[src/rtl/tisf_pkg.sv]
// shared constants and types for the telnet iac stream filter
package tisf_pkg;

    localparam int BYTE_W = 8;

    // telnet command bytes
    localparam logic [BYTE_W-1:0] IAC  = 8'd255;
    localparam logic [BYTE_W-1:0] DONT = 8'd254;
    localparam logic [BYTE_W-1:0] DO   = 8'd253;
    localparam logic [BYTE_W-1:0] WONT = 8'd252;
    localparam logic [BYTE_W-1:0] WILL = 8'd251;

    // option codes answered after do
    localparam logic [BYTE_W-1:0] OPT_SUPPRESS_GA = 8'd3;
    localparam logic [BYTE_W-1:0] OPT_TIMING_MARK = 8'd6;
    localparam logic [BYTE_W-1:0] OPT_TERM_TYPE   = 8'd24;
    localparam logic [BYTE_W-1:0] OPT_WINDOW_SIZE = 8'd31;

    // output channel codes
    localparam logic CH_DATA  = 1'b0;
    localparam logic CH_REPLY = 1'b1;

    // reply beat positions
    localparam logic [1:0] BEAT_IAC  = 2'd0;
    localparam logic [1:0] BEAT_VERB = 2'd1;
    localparam logic [1:0] BEAT_OPT  = 2'd2;

    typedef enum logic [2:0] {
        ST_PLAIN = 3'b001,
        ST_CMD   = 3'b010,
        ST_OPT   = 3'b100
    } t_parse_state;

endpackage

[src/rtl/tisf_in_if.sv]
// input channel interface: one received byte per beat
interface tisf_in_if;
    logic                        valid;
    logic                        ready;
    logic [tisf_pkg::BYTE_W-1:0] rx_byte;

    modport source (output valid, output rx_byte, input ready);
    modport sink   (input valid, input rx_byte, output ready);
endinterface

[src/rtl/tisf_out_if.sv]
// output channel interface: data or reply byte per beat
interface tisf_out_if;
    logic                        valid;
    logic                        ready;
    logic                        channel;
    logic [tisf_pkg::BYTE_W-1:0] out_byte;
    logic                        last;

    modport source (output valid, output channel, output out_byte, output last, input ready);
    modport sink   (input valid, input channel, input out_byte, input last, output ready);
endinterface

[src/rtl/telnet_iac_stream_filter_core.sv]
// telnet iac command filter: passes data bytes, answers do requests
//
//  port    dir  payload                       notes
//  ------  ---  ----------------------------  ---------------------------------
//  i_in    in   rx_byte[7:0]                  one byte from the telnet peer
//  o_out   out  channel, out_byte[7:0], last  0 = data to device, 1 = reply to peer
//
// one byte per cycle when no reply or o_out stall holds it: input register -> parser decode -> result register
// a data byte goes from the input register through the result register onto o_out;
// a reply takes three output beats, so the input stalls behind it
// (result register is the limit)
// command bytes that cause nothing retire even while the result register is busy
// the input register takes a new beat while a finished result waits on o_out
// synchronous active-low reset returns the parser to plain data, no pending do
module telnet_iac_stream_filter_core (
    input  logic        i_clk,
    input  logic        i_rst_n,
    tisf_in_if.sink     i_in,
    tisf_out_if.source  o_out
);

    // input register
    logic                        r_in_valid;
    logic [tisf_pkg::BYTE_W-1:0] r_in_byte;

    // parser state
    tisf_pkg::t_parse_state r_state;
    tisf_pkg::t_parse_state n_state;
    logic                   r_pending_do;
    logic                   n_pending_do;

    // result register
    logic                        r_out_valid;
    logic                        r_out_reply;
    logic                        r_out_will;
    logic [tisf_pkg::BYTE_W-1:0] r_out_byte;
    logic [1:0]                  r_beat;

    // decode of the byte in the input register
    logic emit_data;
    logic emit_reply;
    logic reply_will;
    logic has_result;

    // handshake helpers
    logic out_take;
    logic out_last;
    logic out_free;
    logic advance;
    logic load;
    logic in_take;

    // parser: next state and what this byte produces
    always_comb begin
        n_state      = r_state;
        n_pending_do = r_pending_do;
        emit_data    = 1'b0;
        emit_reply   = 1'b0;
        reply_will   = 1'b0;
        case (r_state)
            tisf_pkg::ST_CMD: begin
                if (r_in_byte == tisf_pkg::IAC) begin
                    // escaped iac iac is a literal data byte
                    n_state   = tisf_pkg::ST_PLAIN;
                    emit_data = 1'b1;
                end else if (r_in_byte inside {tisf_pkg::DO, tisf_pkg::DONT,
                                               tisf_pkg::WILL, tisf_pkg::WONT}) begin
                    n_pending_do = (r_in_byte == tisf_pkg::DO);
                    n_state      = tisf_pkg::ST_OPT;
                end else begin
                    // single-byte command, dropped
                    n_state = tisf_pkg::ST_PLAIN;
                end
            end
            tisf_pkg::ST_OPT: begin
                n_state = tisf_pkg::ST_PLAIN;
                if (r_pending_do) begin
                    if (r_in_byte inside {tisf_pkg::OPT_SUPPRESS_GA,
                                          tisf_pkg::OPT_TIMING_MARK}) begin
                        emit_reply = 1'b1;
                        reply_will = 1'b1;
                    end else if (r_in_byte inside {tisf_pkg::OPT_TERM_TYPE,
                                                   tisf_pkg::OPT_WINDOW_SIZE}) begin
                        emit_reply = 1'b1;
                    end
                end
            end
            default: begin
                // plain data
                if (r_in_byte == tisf_pkg::IAC) begin
                    n_state = tisf_pkg::ST_CMD;
                end else begin
                    n_state   = tisf_pkg::ST_PLAIN;
                    emit_data = 1'b1;
                end
            end
        endcase
    end

    assign has_result = emit_data | emit_reply;

    // output side: last beat of a reply is the option byte
    assign out_last = !r_out_reply || (r_beat == tisf_pkg::BEAT_OPT);
    assign out_take = r_out_valid && o_out.ready;
    assign out_free = !r_out_valid || (out_take && out_last);

    // a byte with no result retires at once; otherwise it waits for a free result register
    assign advance = r_in_valid && (!has_result || out_free);
    assign load    = advance && has_result;

    assign i_in.ready = !r_in_valid || advance;
    assign in_take    = i_in.valid && i_in.ready;

    always_comb begin
        if (!r_out_reply) begin
            o_out.out_byte = r_out_byte;
        end else begin
            case (r_beat)
                tisf_pkg::BEAT_IAC:  o_out.out_byte = tisf_pkg::IAC;
                tisf_pkg::BEAT_VERB: o_out.out_byte = r_out_will ? tisf_pkg::WILL
                                                                 : tisf_pkg::WONT;
                default:             o_out.out_byte = r_out_byte;
            endcase
        end
    end

    assign o_out.valid   = r_out_valid;
    assign o_out.channel = r_out_reply ? tisf_pkg::CH_REPLY : tisf_pkg::CH_DATA;
    assign o_out.last    = out_last;

    // control registers
    always_ff @(posedge i_clk) begin
        if (!i_rst_n) begin
            r_in_valid   <= 1'b0;
            r_state      <= tisf_pkg::ST_PLAIN;
            r_pending_do <= 1'b0;
            r_out_valid  <= 1'b0;
            r_beat       <= tisf_pkg::BEAT_IAC;
        end else begin
            if (in_take) begin
                r_in_valid <= 1'b1;
            end else if (advance) begin
                r_in_valid <= 1'b0;
            end

            if (advance) begin
                r_state      <= n_state;
                r_pending_do <= n_pending_do;
            end

            if (load) begin
                r_out_valid <= 1'b1;
                r_beat      <= tisf_pkg::BEAT_IAC;
            end else if (out_take) begin
                if (out_last) begin
                    r_out_valid <= 1'b0;
                end else begin
                    r_beat <= r_beat + 2'd1;
                end
            end
        end
    end

    // payload registers
    always_ff @(posedge i_clk) begin
        if (in_take) begin
            r_in_byte <= i_in.rx_byte;
        end
        if (load) begin
            r_out_reply <= emit_reply;
            r_out_will  <= reply_will;
            r_out_byte  <= r_in_byte;
        end
    end

    // a reply, once started, continues on the next beat without data interleaved
    a_reply_contiguous: assert property (@(posedge i_clk) disable iff (!i_rst_n)
        (o_out.valid && o_out.ready && o_out.channel && !o_out.last)
        |=> (o_out.valid && o_out.channel))
        else $error("reply beats interrupted");

    // data beats are always single-beat results
    a_data_last: assert property (@(posedge i_clk) disable iff (!i_rst_n)
        (o_out.valid && !o_out.channel) |-> o_out.last)
        else $error("data beat without last");

    // the closing reply beat carries one of the answered options
    a_reply_option: assert property (@(posedge i_clk) disable iff (!i_rst_n)
        (o_out.valid && o_out.channel && o_out.last)
        |-> (o_out.out_byte == tisf_pkg::OPT_SUPPRESS_GA
             || o_out.out_byte == tisf_pkg::OPT_TIMING_MARK
             || o_out.out_byte == tisf_pkg::OPT_TERM_TYPE
             || o_out.out_byte == tisf_pkg::OPT_WINDOW_SIZE))
        else $error("reply option out of set");

endmodule

[src/flat_wrapper.sv]
// flat-port wrapper written by rule: the top's interface ports become plain ports
module telnet_iac_stream_filter_core_flat 
  (i_clk, i_rst_n, i_in_valid, i_in_rx_byte, i_in_ready, o_out_valid, o_out_channel, o_out_out_byte, o_out_last, o_out_ready);
  tisf_in_if i_in_i ();
  tisf_out_if o_out_i ();
  input  logic i_clk;
  input  logic i_rst_n;
  input wire logic [$bits(i_in_i.valid)-1:0] i_in_valid;
  input wire logic [$bits(i_in_i.rx_byte)-1:0] i_in_rx_byte;
  output wire logic [$bits(i_in_i.ready)-1:0] i_in_ready;
  output wire logic [$bits(o_out_i.valid)-1:0] o_out_valid;
  output wire logic [$bits(o_out_i.channel)-1:0] o_out_channel;
  output wire logic [$bits(o_out_i.out_byte)-1:0] o_out_out_byte;
  output wire logic [$bits(o_out_i.last)-1:0] o_out_last;
  input wire logic [$bits(o_out_i.ready)-1:0] o_out_ready;
  assign i_in_i.valid = i_in_valid;
  assign i_in_i.rx_byte = i_in_rx_byte;
  assign i_in_ready = i_in_i.ready;
  assign o_out_valid = o_out_i.valid;
  assign o_out_channel = o_out_i.channel;
  assign o_out_out_byte = o_out_i.out_byte;
  assign o_out_last = o_out_i.last;
  assign o_out_i.ready = o_out_ready;
  telnet_iac_stream_filter_core u_core (.i_clk(i_clk), .i_rst_n(i_rst_n), .i_in(i_in_i), .o_out(o_out_i));
endmodule
[config.mk]
export PLATFORM = sky130hd
export DESIGN_NAME = telnet_iac_stream_filter_core_flat
export DESIGN_NICKNAME = d
export VERILOG_FILES = /design/src/rtl/tisf_pkg.sv /design/src/rtl/tisf_in_if.sv /design/src/rtl/tisf_out_if.sv /design/src/rtl/telnet_iac_stream_filter_core.sv /design/src/flat_wrapper.sv
export SDC_FILE = /design/constraint.sdc
export NUM_CORES = 1
export LEC_CHECK = 0
export BUFFER_PORTS_ARGS = -buffer_cell sky130_fd_sc_hd__buf_2
export CAP_MARGIN = 20
export CORE_MARGIN = 10
export CORE_UTILIZATION = 40
export CTS_CLUSTER_DIAMETER = 40
export DETAILED_ROUTE_END_ITERATION = 6
export PLACE_DENSITY = 0.64
export SYNTH_ARGS = -nofsm -noshare
export SYNTH_HDL_FRONTEND = slang
export SYNTH_SLANG_ARGS = --single-unit
[constraint.sdc]
create_clock -name i_clk -period 3.1 [get_ports i_clk]
set_input_delay 0.31 -clock i_clk [delete_from_list [all_inputs] [get_ports i_clk]]
set_output_delay 0.31 -clock i_clk [all_outputs]
set_load 0.03 [all_outputs]
==> impl.org, run 1 <==
** Run status
- The run finished with clean final reports.

** Pwr
- Of the total power, registers draw 0.567.
- Of the total power, combinational logic draws 0.100.
- Of the total power, the share spent switching nets is 0.227.
- Net switching power :: 0.161 mW
- The internal power of the cells totals 0.547 mW.
- Max rail drop VDD :: around 0.29 mV
- The share of total power dissipated in the clock network is 0.333.
- Cell leakage power :: 0.547 nW
- In this run the power density over the cells is 470 nW/um^2.

** Job
- Across the run, the number of max-cap violations was 0.

** Synthesis
- Seq/Total Area, Yosys :: 0.551
- Number of storage elements in the synthesis netlist :: 26
- Among all flip-flop cells after synthesis, the most frequent one is edfxtp_1.
- Cells after Synth :: around 110
- The cell area that synthesis handed to floorplanning was between 1000 and 1500 sq um.
- Mean cell area of the mapped netlist :: 11.8 sq um
- The synthesized netlist contains 38 unique library cells.
- After synthesis, the share of flip-flops with an asynchronous set or reset is 0.
- In this run, synthesis inferred 18 flip-flops with an integrated enable.
- Synthesis warning total :: 0
- Syn Nets :: roughly 120

** Route
- Pre-antenna DRT Iters :: 4
- Dividing the detail-routed wire length by the instance count gives 14.5 um.
- Dividing the detail-routed via count by the number of cells gives roughly 5.1.
- In this run the remaining antenna-violating nets after routing total 0.
- Via Count :: between 900 and 1000
- After the first detailed-routing iteration, the DRC count stood at 43.
- For this run, design rule violations remaining after detail routing come to 0.
- Aggregate routed wire length :: 2620 um

** GRT
- Remaining global-route overflow :: 0
- In the global route stage, met2 resource usage came out at 0.149.
- Entering global routing, the biggest net connects 16 pins.
- Aggregate global-route resource usage :: 0.0884
- met2 is the most crowded layer.
- Global Route met1 Usage :: 0.108
- The first global-routing pass estimated 4380 um of wire.
- Via count of the first global-routing pass :: about 960
- Antenna violations before repair :: 0
- Met3 demand-to-capacity share in global routing :: 0.0212

** Die
- The initialized floorplan defines 20 standard-cell rows.
- The floorplan step defined a core boundary enclosing 3050 sq um.
- Initial Util :: 0.417
- Vertical die dimension :: 76.4 um
- For this design the top-level I/O count stands at 24.
- The die covers ~5800 sq um.
- Measured along the x axis, the die boundary spans 76.4 um.

** Critical path
- The signal on the critical path passes through inv_1 -> or4_4 -> a31o_4 -> a21oi_1 -> nand2_1 -> buf_2.
- Category of the most critical setup path :: reg2out
- Crit-path slowest cell :: or4_4
- Worst path required time :: between 2 and 3 ns
- Critical-path maximum fanout :: 6
- Register-to-register setup slack :: ~0.77 ns
- Crit. End Element :: primary output
- Arrival time of the worst setup path :: roughly 2.3 ns
- Grouping stages by cell kind, the critical path spends the most delay in simple AND/OR/NAND/NOR gates.
- Max stage delay on crit path :: 0.56 ns
- Type of element launching the critical path :: register
- The number of buffers and inverters on the critical path is 2.

** Place
- Final estimated routing congestion in global placement :: roughly 0.77
- Detailed placer's ending HPWL :: just under 2000 um
- IO Port Bufs :: 23

** Clock network
- Buffers inserted during clock tree synthesis total 3.
- CTS H-tree lvls :: 1
- The cell sitting at the root of the clock tree is a clkbuf_4.
- Clock tree from TritonCTS :: yes
- Clock slew at the register clock pins of the worst setup and hold paths :: around 0.14 ns
- Hold repair after CTS inserted 0 buffers.
- For the worst-skew pair, the clock arrives at the later sink with an insertion delay of about 0.32 ns.
- Number of gates resized after CTS :: 0
- Post-CTS setup buffer count :: 0
- Counting every sink on the clock net gives 26.
- Maximum clock insertion buffer count :: 2

** Final layout
- After the last flow step, the layout net total stands at between 150 and 200.
- After filler insertion, the fill cell instance count of the layout stands at between 200 and 300.
- Antenna cells :: 0
- Measured on the finished design, the core utilization comes to 0.493.
- Area growth from synthesis to final layout :: 18.3%
- Of the cells placed in the final design, the portion with a size suffix greater than 1 is 0.270.

** STA
- FMAX :: slightly below 400 MHz
- Of the available clock period, the critical path in the final layout requires 0.839.
- Final Max Tran Viols :: 0
- Setup repair after global routing left no endpoint under its margin.
- Across the routed clock network, the largest skew measured is 0.00612 ns.
- Number of failing hold endpoints at the final stage :: 0
- Headroom to the max-slew limit came out at 0.656.
- Tightest Pin Transition :: slightly above 0.5 ns
- Final number of setup-violating endpoints :: 0
- Sum Neg Setup Slack :: 0 ns
- Hold WS :: 0.157 ns
- For the finished layout, the period the worst path requires is 2.60 ns.

** Hold path
- In this run the worst hold path is classified as in2reg.
-- registers in the layout, summed over array words and instances, names as in the netlist --
name,flops
u_core.r_in_byte,8
u_core.r_state,3
u_core.r_beat,2
u_core.r_out_byte,8
u_core.r_in_valid,1
u_core.r_pending_do,1
u_core.o_out.valid,1
u_core.r_out_reply,1
u_core.r_out_will,1
-- cell usage after synthesis (2+ instances only) --
library cell  instances  share of area
o22a_1                5          0.034
nand2_1              11          0.032
xnor2_1               3          0.021
edfxtp_1             18           0.42
o21ai_0               4          0.016
inv_1                 5          0.015
nand4_1               3          0.015
nor2_1                8          0.024
mux2i_1               3          0.024
a21boi_0              2          0.012
nand2b_1              6          0.030
ha_1                  3          0.030
nor3_1                3          0.012
nand3_1               3          0.012
dfxtp_1               8           0.13
-- power groups by stage --
stage | Combinational [mW] | Sequential, mW | Clock, mW
2_1_floorplan | 0.0457 | 0.408 | 0
3_3_place_gp | 0.0697 | 0.408 | 0
3_5_place_dp | 0.0712 | 0.409 | 0
4_1_cts | 0.0714 | 0.401 | 0.236
5_1_grt | 0.0782 | 0.403 | 0.250
6_report | 0.0710 | 0.401 | 0.235
-- routing by layer --
layer | part of all wire | vias to the layer above
met5 | 0 | -
met2 | 0.48 | 28
met1 | 0.45 | 426
li1 | - | 464
met3 | 0.059 | 2
met4 | 0.0073 | 0
-- layout by cell type, fill, tap and decap left out, drive strengths merged, types with 3 or more instances in the layout --
cell	count
buf	26
clkbuf	3
dfxtp	8
edfxtp	18
ha	3
inv	5
mux2i	3
nand2	11
nand2b	6
nand3	3
nand4	3
nor2	8
nor3	3
o21ai	4
o22a	5
xnor2	3
-- final cells by class --
cell class	instances	area [sq um]	area share
clock buffer	3	22.5	0.0150
clock inverter	1	30.0	0.0200
timing repair buffer	26	135	0.0898
sequential	26	701	0.466
inverter	5	18.8	0.0125
tap	44	55.1	0.0366
multi-input combinational	76	543	0.361
-- kinds of logic (layout without fill, tap and decap cells) --
kind of cell | count (synthesis) | count (layout) | share of synthesized area
simple gates | 42 | 42 | 0.173
flops | 26 | 26 | 0.551
fa+ha+maj | 3 | 3 | 0.0295
mux | 4 | 4 | 0.0354
compound gates | 23 | 23 | 0.161
xor+xnor | 4 | 4 | 0.0275
buf+inv | 6 | 35 | 0.0226
-- worst paths after layout --
| kind | from | end | cells after the start |
|---|---|---|---|
| min reg2reg | u_core.r_in_byte[5] | u_core.r_out_byte[5] | 0 |
| max reg2reg | u_core.r_in_byte[2] | u_core.r_in_byte[3] | 6 |
| min | i_in_rx_byte[6] | u_core.r_in_byte[6] | 1 |
| max | u_core.r_in_byte[1] | i_in_ready | 6 |
-- stage by stage --
| step | std cells | power, mW | setup slack, ns | cell area [sq um] |
|---|---|---|---|---|
| 6_report | 181 | 0.708 | 0.500 | 1510 |
| 5_1_grt | 181 | 0.732 | 0.333 | 1510 |
| 4_1_cts | 180 | 0.709 | 0.353 | 1500 |
| 3_5_place_dp | 176 | 0.480 | 0.351 | 1450 |
| 3_3_place_gp | 176 | 0.477 | 0.500 | 1450 |
| 2_1_floorplan | 108 | 0.453 | 0.772 | 1270 |
(Power assumes the default switching activity.)
==> inputs of run 2 (changes only) <==
Settings changed: ABC_AREA set to 1.
Clock period 3.1 ns to 2.4 ns, I/O delays scaled along.
==> run 2 against run 1 <==
Compared with the run above:
- synthesized cell count rose by 25%
- combinational power grew 37%
- global-route usage is essentially flat
- non-clock buffer count is 3 lower
- via count is 4.9% higher
- clock-buffer cell count unchanged
- total power up 29%
- critical path type unchanged
- largest cell class unchanged
==> impl.org, run 2 <==
** Final layout
- The area growth from synthesis to layout is 17.9%.
- The net count reported at finish was 178 (+16%).
- FILL cells :: 291 (-1.7%)
- Biggest regs :: u_core.r_in_byte x8, u_core.r_out_byte x8, u_core.r_state x3
- Most common cell after layout, fill and taps aside :: nand2_1
- Antenna cells :: 0 (unchanged)
- The top cell types in the final layout, fill and taps aside, are nand2_1 (30), buf_2 (23), inv_1 (20), edfxtp_1 (18), nor2_1 (14).
- Layout cell share with drive strength beyond 1 :: 0.259 (-0.0108)

** Die
- Number of rows created at floorplan :: 20 (unchanged)
- Die width :: 75.8 um (-0.77%)
- Initial Util :: 0.412 (-0.00523)
- # IOs :: 24 (unchanged)
- The die outline area is 5750 sq um (-1.5%).
- Vertical die dimension :: 75.8 um (-0.77%)
- Std-Cell Core Area :: 3030 sq um (-0.82%)

** Clock network
- The number of H-tree branching levels is 1 (unchanged).
- The hold-fix buffer count after cts is 0 (unchanged).
- The number of resized instances in the post-cts repair step came to 0 (unchanged).
- The number of buffers inserted by post-CTS setup repair is 0 (unchanged).
- The CTS sink count is 26 (unchanged).
- The clock slew at the register clock pins of the worst setup and hold paths is 0.14 ns (about the same).
- In this run the clock root is driven by a clkbuf_4.
- Insertion delay to the later sink of the worst-skew pair :: 0.32 ns (about the same)
- The number of buffers on the longest clock path was 2 (unchanged).
- TritonCTS built the clock tree.
- The number of CTS-inserted buffers is 3 (unchanged).

** Synthesis
- Fraction of the mapped netlist area in compound gates :: 0.0633 (-0.0980)
- Ranked by total cell area, the synthesized netlist is headed by edfxtp_1 (43%), dfxtp_1 (13%), nand2_1 (9.0%), inv_1 (6.0%), nor2_1 (4.2%).
- Mean cell area of the mapped netlist :: 9.23 sq um (-22%)
- Number of storage elements in the synthesis netlist :: 26 (unchanged)
- The adder-cell share of the synthesized area came to 0.0301 (+0.000622).
- The area share of the largest cell type after synthesis came to 0.434 (+0.00896).
- In the synthesized netlist the dominant register cell turns out to be edfxtp_1.
- The number of distinct library cells after synthesis was 20 (-47%).
- Cell area after synthesis :: 1250 sq um (-2.1%)
- Number of enable flip-flop cells after synthesis :: 18 (unchanged)
- Syn Nets :: 150 (+22%)
- Share of async-settable or async-resettable flops after synthesis :: 0 (unchanged)
- The mux contribution to synthesized area was 0 (-0.0354).
- Area share of and/or/nand/nor cells after synthesis :: 0.284 (+0.111)
- The number of warning messages in the yosys log came to 0 (unchanged).
- The area share of xor/xnor cells in the synthesized design came to 0 (-0.0275).
- Seq/Total Area, Yosys :: 0.562 (+0.0116)
- Largest family of logic cells by synthesized area :: simple AND/OR/NAND/NOR gates
- Most frequent cells after synthesis :: nand2_1 (30), inv_1 (20), edfxtp_1 (18)
- Cells after Synth :: 135 (+25%)
- Most area-hungry cell type in the Yosys netlist :: edfxtp_1
- Most common cell in the synthesized netlist :: nand2_1

** STA
- The count of final setup violators came to 0 (unchanged).
- The setup TNS came to 0 ns (unchanged).
- Number of failing hold endpoints at the final stage :: 0 (unchanged)
- The worst max-slew margin expressed relative to the limit came to 0.771 (+0.114).
- FMAX :: between 400 and 500 MHz
- The worst clock skew was 0.00509 ns (-0.00103 ns).
- RSZ-0062 raised after global routing :: no
- Of the available clock period, the critical path in the final layout requires 0.903.
- Tightest Pin Transition :: 0.344 ns (-0.166 ns)
- Subtracting the final worst setup slack from the clock period gives ~2.2 ns.
- Final Max Tran Viols :: 0 (unchanged)

** Critical path
- Crit. End Element :: primary output
- The endpoint identified for the worst register-to-register timing path is u_core.r_in_byte[6].
- The data required time of the worst path is 2.16 ns (-0.63 ns).
- The critical path is of the reg2out type.
- Critical register-to-register path startpoint :: u_core.r_in_byte[0]
- Register-to-register setup slack :: 0.61 ns (-0.16 ns)
- Critical-path maximum fanout :: 6 (unchanged)
- STA classifies the critical path startpoint as a register.
- Arrival time of the worst setup path :: 1.93 ns (-0.36 ns)
- Reg2reg path depth :: 9 (+3)

** Route
- The average vias per placed instance is 4.68 (-7.8%).
- The total number of vias came to 965 (+4.9%).
- The mean routed wirelength per cell was 11.6 um (-20%).
- Aggregate routed wire length :: 2390 um (-8.9%)
- Pre-antenna DRT Iters :: 4 (unchanged)
- Number of remaining DRC errors :: 0 (unchanged)
- The number of nets with antenna violations after routing was 0 (unchanged).
- The iteration-0 DRC count of the detailed router was 46 (+7.0%).

** Place
- The number of port buffers was 23 (unchanged).
- The routability congestion estimate is 0.903 (+18%).
- The detailed placement HPWL was 1960 um (-1.3%).

** Hold path
- The number of stages on the worst hold path came to 1 (unchanged).
- Hold Crit Endpoint :: u_core.r_in_byte[5]
- Worst hold-check path type :: in2reg
- The worst hold path begins at i_in_rx_byte[5].

** GRT
- Aggregate global-route resource usage :: 0.0889 (+0.000483)
- The pin count of the biggest net entering global routing is 16 (unchanged).
- Wire length of the first global-routing pass :: 3990 um (-9.0%)
- The remaining global-route overflow is 0 (unchanged).
- The number of antenna violations at the first check in global routing was 0 (unchanged).
- The via count of the first global-routing pass came to 964 (+0.52%).

** Pwr
- Max rail drop VDD :: 0.283 mV (-2.9%)
- The power per standard cell area is 623 nW/um^2 (+33%).
- Final Total Pwr :: 0.915 mW (+29%)
- The leakage component of the power came to 0.650 nW (+19%).

** Job
- The number of maximum-capacitance constraint violations came to 0 (unchanged).

** Run status
- The flow ran to the end, and the final reports show no timing, DRC or antenna violations.
-- run 2: report_power, final --
| group | internal (mW) | switching, mW | leakage (nW) |
|---|---|---|---|
| clock | 0.169 | 0.129 | 0.0279 |
| combinational | 0.0324 | 0.0647 | 0.385 |
| sequential | 0.504 | 0.0161 | 0.237 |
| total | 0.705 | 0.210 | 0.650 |
-- run 2: area by class of cell --
type	instances	area [sq um]	share of cell area
Multi-Input combinational cell	89	470	0.320
Timing Repair Buffer	23	115	0.0784
Tap cell	44	55.1	0.0375
Sequential cell	26	701	0.477
Inverter	20	75.1	0.0511
Clock buffer	3	22.5	0.0153
Clock inverter	1	30.0	0.0204
-- run 2: how the worst max path moves through the flow --
stage / from / endpoint / slack (ns) / depth (start not counted)
4_1_cts: u_core.r_beat[0] / o_out_out_byte[4] / 0.20 / 6
3_3_place_gp: u_core.r_beat[0] / o_out_out_byte[4] / 0.65 / 6
2_1_floorplan: u_core.r_out_reply / u_core.r_in_byte[0] / 0.34 / 8
5_1_grt: u_core.r_beat[0] / o_out_out_byte[3] / 0.08 / 6
3_5_place_dp: u_core.r_beat[0] / o_out_out_byte[4] / 0.58 / 6
6_report: u_core.r_beat[0] / o_out_out_byte[7] / 0.23 / 6
-- run 2: through the flow --
stage / hold WS, ns / instances / area (sq um) / setup slack, ns / utilization
finish: 0.0793 / 206 / 1470 / 0.234 / 0.485
global route: 0.0544 / 206 / 1470 / 0.0818 / 0.485
CTS: 0.0777 / 206 / 1470 / 0.196 / 0.485
detailed placement: 0.418 / 202 / 1420 / 0.580 / 0.468
global placement: 0.418 / 202 / 1420 / 0.646 / 0.468
floorplan: 0.325 / 135 / 1250 / 0.342 / -
-- run 2: cell families (layout without fill, tap and decap cells) --
group,after synthesis,in the layout
and+or+nand+nor,74,74
DFF,26,26
buffers and inverters,20,47
AOI/OAI and AO/OA,12,12
adders and majority gates,3,3
-- run 2: worst max-delay path: stages, from the launching register on --
cell and delay, ns:
dfxtp_1 0.39, inv_1 0.09, ha_1 0.23, o21ai_0 0.29
inv_1 0.15, or2_2 0.29, buf_2 0.18
-- run 2: layer usage --
layer	global-route usage	routed length, um
met1	0.0940	945
met2	0.148	1170
met3	0.0286	205
met4	0.0598	65
met5	0	0
